[src/design/ssdc_pkg.sv]
// ----------------------------------------------------------------------------
// ssdc_pkg: shared types and constants
// Gain table, stage codes and control word for the spring-damper centering
// block.
// ----------------------------------------------------------------------------
package ssdc_pkg;

  localparam int POS_W   = 18;
  localparam int VEL_W   = 23;
  localparam int FORCE_W = 31;
  localparam int K_W     = 11;
  localparam int GAIN_W  = 4;
  localparam int TICK_W  = 15;
  localparam int CNT_W   = 16;
  localparam int CFG_W   = 18;

  typedef logic [K_W-1:0] k_t;

  typedef enum logic [1:0] {
    STAGE_INIT = 2'd0,
    STAGE_MID  = 2'd1,
    STAGE_TOP  = 2'd2
  } stage_t;

  typedef enum logic [1:0] {
    AXIS_X = 2'd0,
    AXIS_Y = 2'd1,
    AXIS_Z = 2'd2
  } axis_t;

  typedef enum logic [2:0] {
    REG_AXIS_MODE   = 3'd0,
    REG_CENTER_X    = 3'd1,
    REG_CENTER_Y    = 3'd2,
    REG_CENTER_Z    = 3'd3,
    REG_DAMPING     = 3'd4,
    REG_STAGE_ONE   = 3'd5,
    REG_STAGE_TWO   = 3'd6,
    REG_RECENTER    = 3'd7
  } reg_idx_t;

  localparam k_t K_SOFT_XY = 11'd100;
  localparam k_t K_SOFT_Z  = 11'd500;
  localparam k_t K_MID     = 11'd1000;
  localparam k_t K_TOP     = 11'd2000;

  // per-tick control word, decoded from the counters at accept time
  typedef struct packed {
    stage_t     stage;
    logic [2:0] active;   // bit 0 x, bit 1 y, bit 2 z
    logic       pending;
  } ctl_t;

  function automatic k_t k_sel(stage_t stage, axis_t axis);
    k_t k;
    case (stage)
      STAGE_TOP: k = K_TOP;
      STAGE_MID: k = K_MID;
      default:   k = (axis == AXIS_Z) ? K_SOFT_Z : K_SOFT_XY;
    endcase
    return k;
  endfunction

endpackage

[src/design/staged_spring_damper_centering.sv]
// ----------------------------------------------------------------------------
// staged_spring_damper_centering: three-axis PD centering controller
// Input words pass the stage A product registers, then the output register; one word
// per cycle unless out_tready stalls. Throughput is set by the two-stage lane pipeline
// (multiply, then sum and saturate); the output register lets a new word enter while a
// result waits. Reset (synchronous, rst_n low) clears counters and valids and loads the
// register defaults.
// ----------------------------------------------------------------------------
module staged_spring_damper_centering (
  input  logic         clk,
  input  logic         rst_n,
  input  logic         in_tvalid,
  output logic         in_tready,
  // pos_x, pos_y, pos_z, vel_x, vel_y, vel_z, button_pressed, zero pad
  input  logic [127:0] in_tdata,
  output logic         out_tvalid,
  input  logic         out_tready,
  // force_x, force_y, force_z, recenter_pending, gain_stage
  output logic [95:0]  out_tdata,
  input  logic         cfg_valid,
  output logic         cfg_ready,
  input  logic [2:0]   cfg_index,
  input  logic [17:0]  cfg_data
);
  import ssdc_pkg::*;

  logic                    a_v_r, a_v_nxt;
  logic                    out_v_r, out_v_nxt;
  logic                    adv_a, adv_b, accept, en_b;
  ctl_t                    ctl, ctl_a_r, ctl_o_r;
  logic signed [POS_W-1:0] cx, cy, cz;
  logic [GAIN_W-1:0]       gain;
  logic signed [FORCE_W-1:0] fx, fy, fz;

  assign adv_b     = !out_v_r || out_tready;
  assign adv_a     = !a_v_r || adv_b;
  assign in_tready = adv_a;
  assign accept    = in_tvalid && in_tready;
  assign en_b      = adv_b && a_v_r;
  assign cfg_ready = 1'b1;

  ssdc_ctrl u_ctrl (
    .clk      (clk),
    .rst_n    (rst_n),
    .cfg_we   (cfg_valid && cfg_ready),
    .cfg_idx  (reg_idx_t'(cfg_index)),
    .cfg_val  (cfg_data),
    .step     (accept),
    .button   (in_tdata[123]),
    .ctl      (ctl),
    .center_x (cx),
    .center_y (cy),
    .center_z (cz),
    .gain     (gain)
  );

  ssdc_lane u_lane_x (
    .clk     (clk),
    .en_a    (accept),
    .en_b    (en_b),
    .k       (k_sel(ctl.stage, AXIS_X)),
    .active  (ctl.active[0]),
    .pos     (in_tdata[17:0]),
    .center  (cx),
    .vel     (in_tdata[76:54]),
    .gain    (gain),
    .force_o (fx)
  );

  ssdc_lane u_lane_y (
    .clk     (clk),
    .en_a    (accept),
    .en_b    (en_b),
    .k       (k_sel(ctl.stage, AXIS_Y)),
    .active  (ctl.active[1]),
    .pos     (in_tdata[35:18]),
    .center  (cy),
    .vel     (in_tdata[99:77]),
    .gain    (gain),
    .force_o (fy)
  );

  ssdc_lane u_lane_z (
    .clk     (clk),
    .en_a    (accept),
    .en_b    (en_b),
    .k       (k_sel(ctl.stage, AXIS_Z)),
    .active  (ctl.active[2]),
    .pos     (in_tdata[53:36]),
    .center  (cz),
    .vel     (in_tdata[122:100]),
    .gain    (gain),
    .force_o (fz)
  );

  always_comb begin
    a_v_nxt   = adv_a ? accept : a_v_r;
    out_v_nxt = adv_b ? a_v_r : out_v_r;
  end

  always_ff @(posedge clk) begin
    if (!rst_n) begin
      a_v_r   <= 1'b0;
      out_v_r <= 1'b0;
    end else begin
      a_v_r   <= a_v_nxt;
      out_v_r <= out_v_nxt;
    end
  end

  // status rides alongside the lane pipeline
  always_ff @(posedge clk) begin
    if (accept) begin
      ctl_a_r <= ctl;
    end
    if (en_b) begin
      ctl_o_r <= ctl_a_r;
    end
  end

  // merge: lane forces and status form the output word
  assign out_tvalid = out_v_r;
  assign out_tdata  = {ctl_o_r.stage, ctl_o_r.pending, fz, fy, fx};

`ifndef SYNTH
  a_hold_stalled: assert property (@(posedge clk) disable iff (!rst_n)
    a_v_r && !adv_b |=> a_v_r)
    else $error("stage A word dropped while output stalled");

  a_accept_fills: assert property (@(posedge clk) disable iff (!rst_n)
    accept |=> a_v_r)
    else $error("accepted word did not reach stage A");

  a_stage_legal: assert property (@(posedge clk) disable iff (!rst_n)
    out_tvalid |-> (out_tdata[95:94] == STAGE_INIT || out_tdata[95:94] == STAGE_MID ||
                    out_tdata[95:94] == STAGE_TOP))
    else $error("gain stage code out of range");

  a_ready_when_empty: assert property (@(posedge clk) disable iff (!rst_n)
    !a_v_r |-> in_tready)
    else $error("input stalled with empty pipeline");
`endif

endmodule

[src/design/ssdc_lane.sv]
// ----------------------------------------------------------------------------
// ssdc_lane: one axis of the spring-damper law
// Stage A forms the spring and damper products, stage B sums, saturates and
// blanks a free axis.
// ----------------------------------------------------------------------------
module ssdc_lane (
  input  logic                                clk,
  input  logic                                en_a,
  input  logic                                en_b,
  input  ssdc_pkg::k_t                        k,
  input  logic                                active,
  input  logic signed [ssdc_pkg::POS_W-1:0]   pos,
  input  logic signed [ssdc_pkg::POS_W-1:0]   center,
  input  logic signed [ssdc_pkg::VEL_W-1:0]   vel,
  input  logic        [ssdc_pkg::GAIN_W-1:0]  gain,
  output logic signed [ssdc_pkg::FORCE_W-1:0] force_o
);
  import ssdc_pkg::*;

  localparam int DIFF_W = POS_W + 1;
  localparam int PK_W   = DIFF_W + K_W + 1;
  localparam int PC_W   = VEL_W + GAIN_W + 1;
  localparam int SUM_W  = PK_W + 2;
  localparam logic signed [SUM_W-1:0] LIMIT = SUM_W'(1000000000);

  logic signed [DIFF_W-1:0] diff;
  logic signed [PK_W-1:0]   pk_r, pk_nxt;
  logic signed [PC_W-1:0]   pc_r, pc_nxt;
  logic                     act_r;
  logic signed [SUM_W-1:0]  sum;
  logic signed [SUM_W-1:0]  sat;
  logic signed [FORCE_W-1:0] force_r, force_nxt;

  assign diff   = DIFF_W'(pos) - DIFF_W'(center);
  assign pk_nxt = $signed({1'b0, k}) * diff;
  assign pc_nxt = $signed({1'b0, gain}) * vel;

  always_ff @(posedge clk) begin
    if (en_a) begin
      pk_r  <= pk_nxt;
      pc_r  <= pc_nxt;
      act_r <= active;
    end
  end

  assign sum = -SUM_W'(pk_r) - SUM_W'(pc_r);

  always_comb begin
    if (sum > LIMIT) begin
      sat = LIMIT;
    end else if (sum < -LIMIT) begin
      sat = -LIMIT;
    end else begin
      sat = sum;
    end
    force_nxt = act_r ? sat[FORCE_W-1:0] : '0;
  end

  always_ff @(posedge clk) begin
    if (en_b) begin
      force_r <= force_nxt;
    end
  end

  assign force_o = force_r;

endmodule

[src/design/ssdc_ctrl.sv]
// ----------------------------------------------------------------------------
// ssdc_ctrl: registers, tick and recenter counters
// Decodes gain stage and driven axes per tick and runs the recenter delay.
// ----------------------------------------------------------------------------
module ssdc_ctrl (
  input  logic                               clk,
  input  logic                               rst_n,
  input  logic                               cfg_we,
  input  ssdc_pkg::reg_idx_t                 cfg_idx,
  input  logic [ssdc_pkg::CFG_W-1:0]         cfg_val,
  input  logic                               step,
  input  logic                               button,
  output ssdc_pkg::ctl_t                     ctl,
  output logic signed [ssdc_pkg::POS_W-1:0]  center_x,
  output logic signed [ssdc_pkg::POS_W-1:0]  center_y,
  output logic signed [ssdc_pkg::POS_W-1:0]  center_z,
  output logic [ssdc_pkg::GAIN_W-1:0]        gain
);
  import ssdc_pkg::*;

  logic [1:0]            mode_r;
  logic signed [POS_W-1:0] cx_r, cy_r, cz_r;
  logic [GAIN_W-1:0]     gain_r;
  logic [TICK_W-1:0]     s1_r, s2_r, rdly_r;

  logic [CNT_W-1:0]      tick_r, tick_nxt;
  logic [CNT_W-1:0]      dly_r, dly_nxt, dly_inc;
  logic                  pend_r, pend_nxt;
  logic                  busy, restart, centering;
  logic [2:0]            mode_act;

  always_ff @(posedge clk) begin
    if (!rst_n) begin
      mode_r <= '0;
      cx_r   <= '0;
      cy_r   <= '0;
      cz_r   <= POS_W'(50000);
      gain_r <= GAIN_W'(5);
      s1_r   <= TICK_W'(1000);
      s2_r   <= TICK_W'(1500);
      rdly_r <= TICK_W'(1000);
    end else if (cfg_we) begin
      unique case (cfg_idx)
        REG_AXIS_MODE: mode_r <= cfg_val[1:0];
        REG_CENTER_X:  cx_r   <= cfg_val;
        REG_CENTER_Y:  cy_r   <= cfg_val;
        REG_CENTER_Z:  cz_r   <= cfg_val;
        REG_DAMPING:   gain_r <= cfg_val[GAIN_W-1:0];
        REG_STAGE_ONE: s1_r   <= cfg_val[TICK_W-1:0];
        REG_STAGE_TWO: s2_r   <= cfg_val[TICK_W-1:0];
        REG_RECENTER:  rdly_r <= cfg_val[TICK_W-1:0];
        default: ;
      endcase
    end
  end

  assign centering = tick_r < {1'b0, s2_r};
  assign mode_act  = {mode_r == 2'd3, mode_r >= 2'd2, mode_r != 2'd0};

  // restart loads tick directly with 1, the value after a park at 0 and one increment
  assign busy    = button || pend_r;
  assign dly_inc = dly_r + 1'b1;
  assign restart = busy && (dly_inc == {1'b0, rdly_r});

  always_comb begin
    pend_nxt = busy && !restart;
    dly_nxt  = dly_r;
    if (busy) begin
      dly_nxt = restart ? '0 : dly_inc;
    end
    if (restart) begin
      tick_nxt = CNT_W'(1);
    end else if (tick_r != '1) begin
      tick_nxt = tick_r + 1'b1;
    end else begin
      tick_nxt = tick_r;
    end
  end

  always_ff @(posedge clk) begin
    if (!rst_n) begin
      tick_r <= '0;
      dly_r  <= '0;
      pend_r <= 1'b0;
    end else if (step) begin
      tick_r <= tick_nxt;
      dly_r  <= dly_nxt;
      pend_r <= pend_nxt;
    end
  end

  always_comb begin
    if (tick_r > {1'b0, s2_r}) begin
      ctl.stage = STAGE_TOP;
    end else if (tick_r > {1'b0, s1_r}) begin
      ctl.stage = STAGE_MID;
    end else begin
      ctl.stage = STAGE_INIT;
    end
    ctl.active  = centering ? 3'b111 : mode_act;
    ctl.pending = pend_nxt;
  end

  assign center_x = cx_r;
  assign center_y = cy_r;
  assign center_z = cz_r;
  assign gain     = gain_r;

endmodule

[config.mk]
export PLATFORM = sky130hd
export DESIGN_NAME = staged_spring_damper_centering
export DESIGN_NICKNAME = d
export VERILOG_FILES = /design/src/design/ssdc_pkg.sv /design/src/design/staged_spring_damper_centering.sv /design/src/design/ssdc_lane.sv /design/src/design/ssdc_ctrl.sv
export SDC_FILE = /design/constraint.sdc
export NUM_CORES = 2
export LEC_CHECK = 0
export ABC_AREA = 1
export BUFFER_PORTS_ARGS = -buffer_cell sky130_fd_sc_hd__clkbuf_2
export CORE_ASPECT_RATIO = 0.6
export CORE_UTILIZATION = 30
export CTS_CLUSTER_SIZE = 25
export DETAILED_ROUTE_END_ITERATION = 10
export PLACE_DENSITY = 0.43
export SLEW_MARGIN = 25
export SYNTH_ARGS = -nofsm -noshare
export SYNTH_HDL_FRONTEND = slang
export SYNTH_HIERARCHICAL = 1
export SYNTH_SLANG_ARGS = --single-unit
[constraint.sdc]
create_clock -name clk -period 8.04 [get_ports clk]
set_input_delay 0.402 -clock clk [delete_from_list [all_inputs] [get_ports clk]]
set_output_delay 0.402 -clock clk [all_outputs]
set_load 0.02 [all_outputs]
After elaboration in Yosys (flattened, before gate mapping):

Index checks and enable logic that the tools add are counted.

* register bits after elaboration: 419
* bits in latches: 0
* bits in writable memories: 0
* bits in read-only memories: 0
* input bits: 154
* output and inout bits: 99
* logic and storage cells: 119
* memories kept: 0

* add/subtract/negate cells: 11
* $mul: 6
* divide/modulo/power cells: 0
* order comparisons: 10
* equal/unequal tests: 12
* shift operators: 0
* multiplexer cells: 13
* bitwise operators: 3
* reductions and logical operators: 29

Operators by type and width (number)
* $gt A33 B31 Y1 const B: 3
* $lt A33 B31 Y1 const B: 3
* $neg A31 Y33: 3
* $sub A33 B28 Y33: 3
* $mul A12 B19 Y31: 3
* $mux W31: 3
* $mux W30: 3
* $mul A5 B23 Y28: 3
* $sub A18 B18 Y19: 3
* $mux W16: 3
* $pmux W11 S2: 2
* $add A16 B1 Y16 const B: 2
* $gt A16 B15 Y1: 2
* $reduce_and A2 Y1: 10
* $eq A16 B15 Y1: 1
* $lt A16 B15 Y1: 1
* $ne A16 B16 Y1 const B: 1
* $eq A3 B3 Y1 const B: 4
* $reduce_or A3 Y1: 3
* $eq A3 B2 Y1 const B: 2
* $reduce_or A2 Y1: 3
* $eq A2 B2 Y1 const B: 2
* $logic_and A1 B1 Y1: 4
* $reduce_bool A2 Y1: 2
* 9 further kinds: 15

Logic depth before layout (Yosys ltp):

* word-level depth: 6
* gate-level depth with buffers: 41
* mapped depth without buffers: 40

Cells and area by module:

Netlist, hierarchy kept.

By module, submodules not included
* ssdc_lane at u_lane_y: instances 1, cells each 2551, area each 18854.3 um^2, sequential area each 2732.6 um^2
* ssdc_lane at u_lane_x: instances 1, cells each 2545, area each 18770.5 um^2, sequential area each 2732.6 um^2
* ssdc_lane at u_lane_z: instances 1, cells each 2505, area each 18471.5 um^2, sequential area each 2732.6 um^2
* ssdc_ctrl: instances 1, cells each 989, area each 6841.6 um^2, sequential area each 2762.6 um^2
* staged_spring_damper_centering: instances 1, cells each 31, area each 359.1 um^2, sequential area each 220.2 um^2

Worst setup path after synthesis:

OpenSTA, ideal clock, no wires.

* path kind: register -> register
* start point: register u_ctrl.tick_r[11]
* end point: register u_lane_x.pk_r[27], data pin
* library setup time: 0.260 ns
* arrival time: 7.354 ns
* data required time: 7.780 ns
* setup slack: 0.427 ns
* stages on the path, launching flop included: 39
* path buffers: 2
* clock period less this slack: 7.613 ns
* path through: dfxtp_1 ha_1 a21oi_1 o21a_1 nor2_1 a2111oi_0 nand3_1 o21a_1 nor2_1 inv_1 ha_1 inv_1 clkbuf_1 inv_1 clkbuf_1 nor2_1 fa_1 inv_1 [... 3 more ...] fa_1 inv_1 fa_1 inv_1 ha_1 nand2_1 inv_1 a21boi_0 nand3_1 a21oi_1 inv_1 a21oi_1 o21ai_0 nand2_1 nand2_1 nand2_1 nand2_1 xor2_1

RTL lines
* start: declaration: line ssdc_ctrl.sv:26 `logic [CNT_W-1:0] tick_r, tick_nxt;`
* start signal: assignment: line ssdc_ctrl.sv:86 `tick_r <= tick_nxt;`
* end signal: assignment: line ssdc_lane.sv:40 `pk_r <= pk_nxt;`
* end: declaration: line ssdc_lane.sv:27 `logic signed [PK_W-1:0] pk_r, pk_nxt;`

==> summary.md <==
| Metric | Value |
|---|---|
| Vias/cell | `4.51` |
| CTS tree | `built` |
| Ports | `253` |
| Mapped Cells | `8621` |
| Synth area leaders | `fa_1 (22%), edfxtp_1 (13%), ha_1 (13%)` |
| HP Class | `primary input to register` |
| Top-count cell post-synth | `inv_1` |
| Gr usage total | `18.5%` |
| Hold Path Depth | `3` |
| Largest net degree at the start of global routing | `82` |
| Routed vias | `53.1k` |
| Ys async rst share | `0%` |
| Drt drc | `0` |
| Area occupied by multi-input gates | `43400 um^2` |
| WP data required | `8.44 ns` |
| Crit. End Element | `register` |
| Top_reg_cell synth | `edfxtp_1` |
| Post-synthesis sequential area ratio | `17.7%` |
| Synth warn | `6` |
| Nets | `10.5k` |
| Final hold violation count | `0` |
| Syn avg cell area | `7.34 um^2` |
| Critical path class | `register to register` |
| Initial Utilization | `30.2%` |
| Register area | `11200 um^2` |
| Final GP Congestion | `0.888` |
| Hold path start | `in_tdata[100]` |
| Port bufs | `247` |
| Clk pin slew, worst setup/hold paths | `0.07 ns` |
| Hpwl dp | `167000 um` |
| # clock sinks | `419` |
| Reg2Reg Setup Slack | `0.33 ns` |
| Layout cell share with drive strength beyond 1 | `8.69%` |
| Crit-path max cell delay | `0.52 ns` |
| H-tree depth | `2` |
| Worst-path maximum fanout | `9` |
| Setup_tns | `0 ns` |
| Crit start category | `register` |
| Core area | `210000 um^2` |
| Clk Latency, worst-skew pair | `0.67 ns` |
| Root buf cell | `clkbuf_16` |
| Detail Route Antenna Nets | `0` |
| Worst reg-to-reg path cell count | `32` |
| Number of global-route vias before repair | `51.8k` |
| Dominant cell type by area after synthesis | `fa_1` |
| Commonest cells in the netlist | `inv_1 (2202), nand2_1 (2087), nor2_1 (716), fa_1 (681), ha_1 (669)` |
| Die Area | `213000 um^2` |
| Die Height | `358 um` |
| Hold Path Sink | `u_lane_z/pc_r[0]$_DFFE_PP_` |
| Worst Tran Pin Value | `1.02 ns` |
| First-pass GRT wire length | `307000 um` |
| Minimum clock period | `7.71 ns` |
| CP most frequent cell | `inv_1` |
| Clk buf depth | `3` |
| Setup violators final | `0` |
| Total grt overflow | `0` |
| Layout Skew | `0.0361 ns` |
| Layout area overhead | `11.7%` |
| Register bit total from synthesis | `419` |
| Initial antenna violation count | `17` |
| Cell Area, Synth | `63300 um^2` |
| RSZ-0062 raised after global routing | `yes` |
| Final period util | `95.9%` |
| Worst R2R End | `u_lane_y/pk_r[29]$_DFFE_PP_` |
| Routed len/inst | `16.6 um` |
| Initial DRC Count | `3759` |
| Slowest stage cell, crit path | `fa_1` |
| Slew HR | `31.7%` |
| Die Span X | `595 um` |
| # fillers | `22.6k` |
| DRT Pass-1 Iters | `6` |
| FP Rows | `130` |
| Highest Clock Rate | `130 MHz` |
| Final Slew Violations | `0` |
| Crit path DAT | `8.12 ns` |
| Synth cell types | `59` |
| Post-synth top area share | `21.5%` |
| Status | `finished clean` |
| CTS Buf Count | `51` |
| Maxcap violations | `0` |
| Drt total wl | `196000 um` |
| EDFF count, synth | `279` |
| Critical R2R Launch | `u_ctrl/s2_r[9]$_SDFFE_PN0P_` |
[logic make-up (layout without fill, tap and decap cells)]
group,after synthesis,in the layout,share of synthesized area [%]
fa+ha+maj,1350,1350,34.8
other cells,2,24,0.0119
xor+xnor,281,281,3.91
compound gates,756,756,6.74
buf+inv,2386,2734,14.3
simple gates,3427,3427,22.6
flops,419,419,17.7
[metal layers]
metal  share of wire, %  vias up  routed length (um)  track usage [%]
met5                  0        -                   0                0
met4                1.4        0                2700             2.76
met3                6.0      133               11800             2.74
met2                 38     1176               74200             25.7
met1                 55    25124              107000             29.9
li1                   -    26665                   -                -
[state kept, by name (all words and copies together), names as in the netlist, 28 cells and up]
| name | cells |
|---|---|
| u_lane_x/force_o | 31 |
| u_lane_x/pk_r | 31 |
| u_lane_y/force_o | 31 |
| u_lane_y/pk_r | 31 |
| u_lane_z/force_o | 31 |
| u_lane_z/pk_r | 31 |
| u_lane_x/pc_r | 28 |
| u_lane_y/pc_r | 28 |
| u_lane_z/pc_r | 28 |
[timing repair]
item | in CTS | in global routing
gates resized for setup | 5 | 62
setup endpoints to repair | 29 | 22
hold buffers | 2 | 0
gates cloned | 0 | 1
hold endpoints to repair | 2 | 0
pin swaps | 0 | 12
setup buffers | 0 | 9
[critical path, delay by kind of cell, from the launching register on]
| family | cells | cell delay, ns |
|---|---|---|
| buffers and inverters | 11 | 1.22 |
| XOR/XNOR | 1 | 0.15 |
| flip-flops | 1 | 0.31 |
| adder cells (fa/ha/maj) | 8 | 3.35 |
| AND/OR/NAND/NOR | 6 | 0.97 |
| AO/OA/AOI/OAI | 6 | 1.43 |
[worst max-delay path by stage]
stage / from / depth (start not counted) / endpoint / slack (ns)
2_1_floorplan: u_ctrl/tick_r[11]$_SDFFE_PN0P_ / 38 / u_lane_x/pk_r[27]$_DFFE_PP_ / 0.43
3_3_place_gp: u_ctrl/s2_r[9]$_SDFFE_PN0P_ / 36 / u_lane_y/pk_r[28]$_DFFE_PP_ / -0.48
3_5_place_dp: u_ctrl/s2_r[9]$_SDFFE_PN0P_ / 36 / u_lane_y/pk_r[28]$_DFFE_PP_ / -0.52
4_1_cts: u_ctrl/s2_r[14]$_SDFFE_PN0P_ / 33 / u_lane_z/pk_r[29]$_DFFE_PP_ / 0.10
5_1_grt: u_ctrl/s2_r[11]$_SDFFE_PN0P_ / 36 / u_lane_y/pk_r[28]$_DFFE_PP_ / -0.06
6_report: u_ctrl/s2_r[9]$_SDFFE_PN0P_ / 32 / u_lane_y/pk_r[29]$_DFFE_PP_ / 0.33
[cell usage in the layout (no fill, tap or decap), types with 8 or more instances in the layout]
| cell type | synthesis | final |
|---|---|---|
| xnor2_1 | 116 | 116 |
| edfxtp_1 | 279 | 279 |
| a21oi_2 | 30 | 47 |
| nand3_2 | 23 | 24 |
| buf_4 | 5 | 137 |
| clkinv_1 | 22 | 25 |
| a21o_1 | 12 | 12 |
| nand4_1 | 84 | 84 |
| nand2_1 | 2087 | 2085 |
| nor3_2 | 7 | 9 |
| inv_2 | 18 | 19 |
| o21bai_1 | 34 | 32 |
| and2_1 | 8 | 8 |
| nor2_2 | 45 | 49 |
| xor2_1 | 163 | 163 |
| nand3_1 | 295 | 294 |
| conb_1 | 2 | 22 |
| clkbuf_16 | 0 | 53 |
| a21oi_1 | 375 | 357 |
| o22ai_1 | 8 | 8 |
| o21a_1 | 14 | 14 |
| nand3b_1 | 13 | 13 |
| dfxtp_1 | 140 | 136 |
| or2_2 | 55 | 55 |
| o211ai_1 | 31 | 31 |
| o21ai_1 | 10 | 14 |
| ha_1 | 669 | 662 |
| nor2_4 | 14 | 14 |
| nor2_1 | 716 | 712 |
| inv_1 | 2202 | 2198 |
| nand2_2 | 38 | 40 |
| nor3_1 | 21 | 19 |
| a31oi_1 | 21 | 20 |
| fa_1 | 681 | 680 |
| clkinv_2 | 0 | 11 |
| clkbuf_2 | 1 | 246 |
| o21ai_0 | 188 | 182 |
[per-stage QoR]
step | cells | hold slack [ns] | area [um^2] | util [%] | setup slack, ns
2_1_floorplan | 8641 | 0.400 | 63400 | - | 0.427
3_3_place_gp | 11655 | 0.403 | 68600 | 32.7 | -0.482
3_5_place_dp | 11655 | 0.407 | 68600 | 32.7 | -0.518
4_1_cts | 11751 | 0.0179 | 70400 | 33.6 | 0.103
5_1_grt | 11763 | 0.0613 | 70700 | 33.7 | -0.0643
6_report | 11763 | 0.0869 | 70700 | 33.7 | 0.328
[final cells by class]
class | instances | area share [%]
antenna | 2 | 0.00708
clock buffer | 59 | 1.89
clock inverter | 35 | 0.565
inverter | 2242 | 11.9
multi-input combinational | 5836 | 61.3
sequential | 419 | 15.8
tap | 2772 | 4.91
timing repair buffer | 398 | 3.52
Power is left out: the tool's default activity adds up to more than one toggle a clock period on the data nets, which glitch-free logic cannot reach.
